<file path="src/sv/lss_pkg.sv">
// Shared constants and controller/datapath handshake types for the
// longest-run-with-bounded-sum block. No dependencies.
`default_nettype none

package lss_pkg;

    localparam int MAX_ELEMENTS_DEF = 1024;  // default sequence capacity
    localparam int VALUE_W          = 16;    // input element width
    localparam int SUM_W            = 32;    // prefix sum, store and limit width
    localparam int BEST_W           = 11;    // result length width

    // Commands from the controller to the datapath
    typedef struct packed {
        logic load;    // take the element, update sums, start the search
        logic seek;    // one search probe
        logic finish;  // fold the candidate into the best length, emit on last
    } t_cmd;

    // Status from the datapath to the controller
    typedef struct packed {
        logic full;      // capacity reached, elements are dropped
        logic seek_end;  // search interval empties after this probe
    } t_status;

endpackage

`default_nettype wire

</file>
<file path="src/sv/lss_ctrl.sv">
// Sequencing state machine: accept, search probes, finish.
// Depends on lss_pkg for the command and status types.
`default_nettype none

module lss_ctrl (
    input  wire logic            i_clk,
    input  wire logic            i_rst_n,
    input  wire logic            i_start,
    input  wire lss_pkg::t_status i_status,
    output logic                 o_busy,
    output lss_pkg::t_cmd        o_cmd
);

    localparam logic [1:0] S_IDLE = 2'd0;
    localparam logic [1:0] S_SEEK = 2'd1;
    localparam logic [1:0] S_DONE = 2'd2;

    logic [1:0] r_state;
    logic [1:0] n_state;

    always_comb begin
        n_state = r_state;
        o_cmd   = '0;
        case (r_state)
            S_IDLE: begin
                if (i_start) begin
                    o_cmd.load = 1'b1;
                    // dropped elements skip the search
                    n_state = i_status.full ? S_DONE : S_SEEK;
                end
            end
            S_SEEK: begin
                o_cmd.seek = 1'b1;
                if (i_status.seek_end) begin
                    n_state = S_DONE;
                end
            end
            S_DONE: begin
                o_cmd.finish = 1'b1;
                n_state = S_IDLE;
            end
            default: begin
                n_state = S_IDLE;
            end
        endcase
    end

    always_ff @(posedge i_clk) begin
        if (!i_rst_n) begin
            r_state <= S_IDLE;
        end else begin
            r_state <= n_state;
        end
    end

    assign o_busy = (r_state != S_IDLE);

endmodule

`default_nettype wire

</file>
<file path="config.mk">
export PLATFORM = sky130hd
export DESIGN_NAME = lss_ctrl
export DESIGN_NICKNAME = d
export VERILOG_FILES = /design/src/sv/lss_pkg.sv /design/src/sv/lss_ctrl.sv
export SDC_FILE = /design/constraint.sdc
export NUM_CORES = 1
export LEC_CHECK = 0
export ABC_AREA = 1
export BUFFER_PORTS_ARGS = -buffer_cell sky130_fd_sc_hd__buf_2
export CAP_MARGIN = 0
export CORE_AREA = 3 3 40 42
export DETAILED_ROUTE_END_ITERATION = 7
export DIE_AREA = 0 0 43 45
export GPL_ROUTABILITY_DRIVEN = 0
export HOLD_SLACK_MARGIN = 0.06
export PLACE_DENSITY_LB_ADDON = 0.3
export SLEW_MARGIN = 20
export SYNTH_ARGS = -nofsm -noshare
export SYNTH_HDL_FRONTEND = slang
export SYNTH_SLANG_ARGS = --single-unit
export TNS_END_PERCENT = 5
</file>
<file path="constraint.sdc">
create_clock -name i_clk -period 1.8 [get_ports i_clk]
set_input_delay 0.18 -clock i_clk [delete_from_list [all_inputs] [get_ports i_clk]]
set_output_delay 0.18 -clock i_clk [all_outputs]
set_load 0.05 [all_outputs]
</file>
==> results.yml <==
global_routing:
  grt_pass1_vias: 108
  grt_max_degree: 6
  grt_pass1_wl_um: 462
  grt_overflow: 0
  antenna_found_initial: 0
  grt_use_total_pct: 4.323
layout:
  fillers: 149
  stdcell_count: 47
  final_area_um2: 198.9
  reg_top3: "r_state: 2 flops"
  num-nets-final: 39
  largest_register_ffs: 2
  syn2layout_area_growth_pct: 69.15
  drive_gt1_share_pct: 34.38
  final_util_pct: 15.48
  largest-register: "r_state"
  diodes: 0
die:
  die_x_um: 43
  placement_rows: 13
  io_pins: 9
  die_area_um2: 1935
  start_util_pct: 9.153
  die_h_um: 45
  core-area_um2: 1285
clock_tree:
  cts.sinks: 2
  numCtsBuffers: 3
  cts_root_buf: "clkbuf_4"
  holdBufCountCts: 0
  insertion_delay_ps: 230
  cts_resized: 0
  htreeDepth: 1
  path_clk_slew_ps: 30
  cts_max_path_buffers: 2
  tritoncts: "done"
  post_cts.repair.setup_buffers: 0
power_and_ir_drop:
  swShare_pct: 34.26
  p_clk_share_pct: 48.4
  finalPower_mw: 0.2063
  pwr-share-seq_pct: 24.4
  ir_drop_uv: 307.6
  p_sw_mw: 0.07068
  power_density_nw_per_um2: 1037
  pwr-share-comb_pct: 27.2
  leakagePower_nw: 0.1206
  p_int_mw: 0.1356
timing:
  fin_worst_skew_ps: 2.469
  drv_slew: 0
  timing.final.ws_setup_ps: 493.5
  hold_viol_final: 0
  final-setup-viol-count: 0
  tns_ps: 0
  whs_ps: 182.3
  fmaxAchievable_mhz: 765.4
  relSlewSlack_pct: 83.46
  worst_pin_slew_ps: 249.9
  layout_min_cycle_time_ps: 1306
  rsz0062_at_grt: "no"
  finalCritPeriodShare_pct: 72.58
placed_design:
  place_hpwl_um: 252
  portBuffers: 8
  dp.cells: 44
  dp_slack_ps: 730.8
  dpl_cell_area_um2: 176.4
setup_path:
  crit_family: "buffers and inverters"
  slowest_stage: "dfxtp_1"
  path_cells: "nor2_1 > inv_1 > nor2_1 > buf_2"
  cp_num_buf_inv: 2
  cpPeakStageDelay_ps: 330
  crit_arrival_ps: 1130
  crit_path_end_kind: "output port"
  critical_path_class: "register to output port"
  crit_top_cell: "nor2_1"
  crit_fanout: 5
  cp.required_ps: 1620
  start_kind: "register"
synth:
  synthesis.nets: 26
  avgSynthCellArea_um2: 5.601
  yosys_warnings: 0
  netlist_instances: 21
  seq_area_frac_synth_pct: 34.04
  syn-cell-area_um2: 117.6
  synth_cell_types: 7
  ys_seq_elements: 2
detailed_routing:
  routed_wl_um: 322
  routed-via-count: 145
  wire_per_inst_um: 6.851
  drtIter0Drc: 2
  drc: 0
  drtAntennaViolNets: 0
  viasPerCell: 3.085
  dr.pass1.iters: 2
flow_run:
  drv_cap: 0
min_path:
  min-delay-path-class: "input port to register"
status:
  outcome: "complete, no violations"
power by group through the flow:
stage | clock network, mW | registers [mW] | logic [mW]
6_report | 0.0999 | 0.0504 | 0.0561
4_1_cts | 0.107 | 0.0504 | 0.0566
5_1_grt | 0.114 | 0.0507 | 0.0594
2_1_floorplan | 0 | 0.0504 | 0.0419
3_3_place_gp | 0 | 0.0511 | 0.0566
3_5_place_dp | 0 | 0.0510 | 0.0563
cells by family (layout without fill, tap and decap cells):
logic type / count (synthesis) / after routing / share of synthesized area, %
compound gates: 1 / 1 / 4.251
simple gates: 12 / 12 / 42.55
buf+inv: 6 / 17 / 19.15
flops: 2 / 2 / 34.04
placed cells by master (no fill, tap or decap):
cell type,n
a21oi_1,1
buf_2,8
clkbuf_4,3
dfxtp_1,2
inv_1,6
nand2_1,2
nand3_1,1
nand3b_1,1
nor2_1,8
worst reg2reg max path, delay by kind of cell, from the launching register on:
kind,cells,cell delay [ps]
flip-flops,1,330
buffers and inverters,1,90
AND/OR/NAND/NOR,3,310
per-layer routing:
metal / global-route usage, % / share of wire, % / up-vias
li1: - / - / 83
met1: 4.556 / 53 / 54
met2: 2.695 / 34 / 8
met3: 4.781 / 12 / 0
met4: 7.229 / 0 / 0
met5: 0 / 0 / -
worst paths after layout:
kind                                start                      end  slack (ps)  cells after the start
hold / removal                    i_rst_n  r_state[0]$_SDFFE_PN0P_         180                      3
setup / recovery  r_state[0]$_SDFFE_PN0P_                 o_cmd[2]         490                      4
hold reg to reg   r_state[0]$_SDFFE_PN0P_  r_state[0]$_SDFFE_PN0P_         560                      2
setup reg to reg  r_state[0]$_SDFFE_PN0P_  r_state[1]$_SDFFE_PN0P_         970                      4
area by class of cell:
class                      count  area, um2  share of cell area [%]
multi-input combinational     13      55.05                   27.67
sequential                     2      40.04                   20.13
timing repair buffer           8      40.04                   20.13
clock buffer                   3      22.52                   11.32
inverter                       6      22.52                   11.32
tap                           15      18.77                   9.434
Yosys cell counts:
cell type	instances	area, um2
nor2_1	8	30.03
inv_1	6	22.52
dfxtp_1	2	40.04
nand2_1	2	7.510
a21oi_1	1	5.000
nand3_1	1	5.000
nand3b_1	1	7.510
No activity file was read; power rests on OpenSTA's default activity.
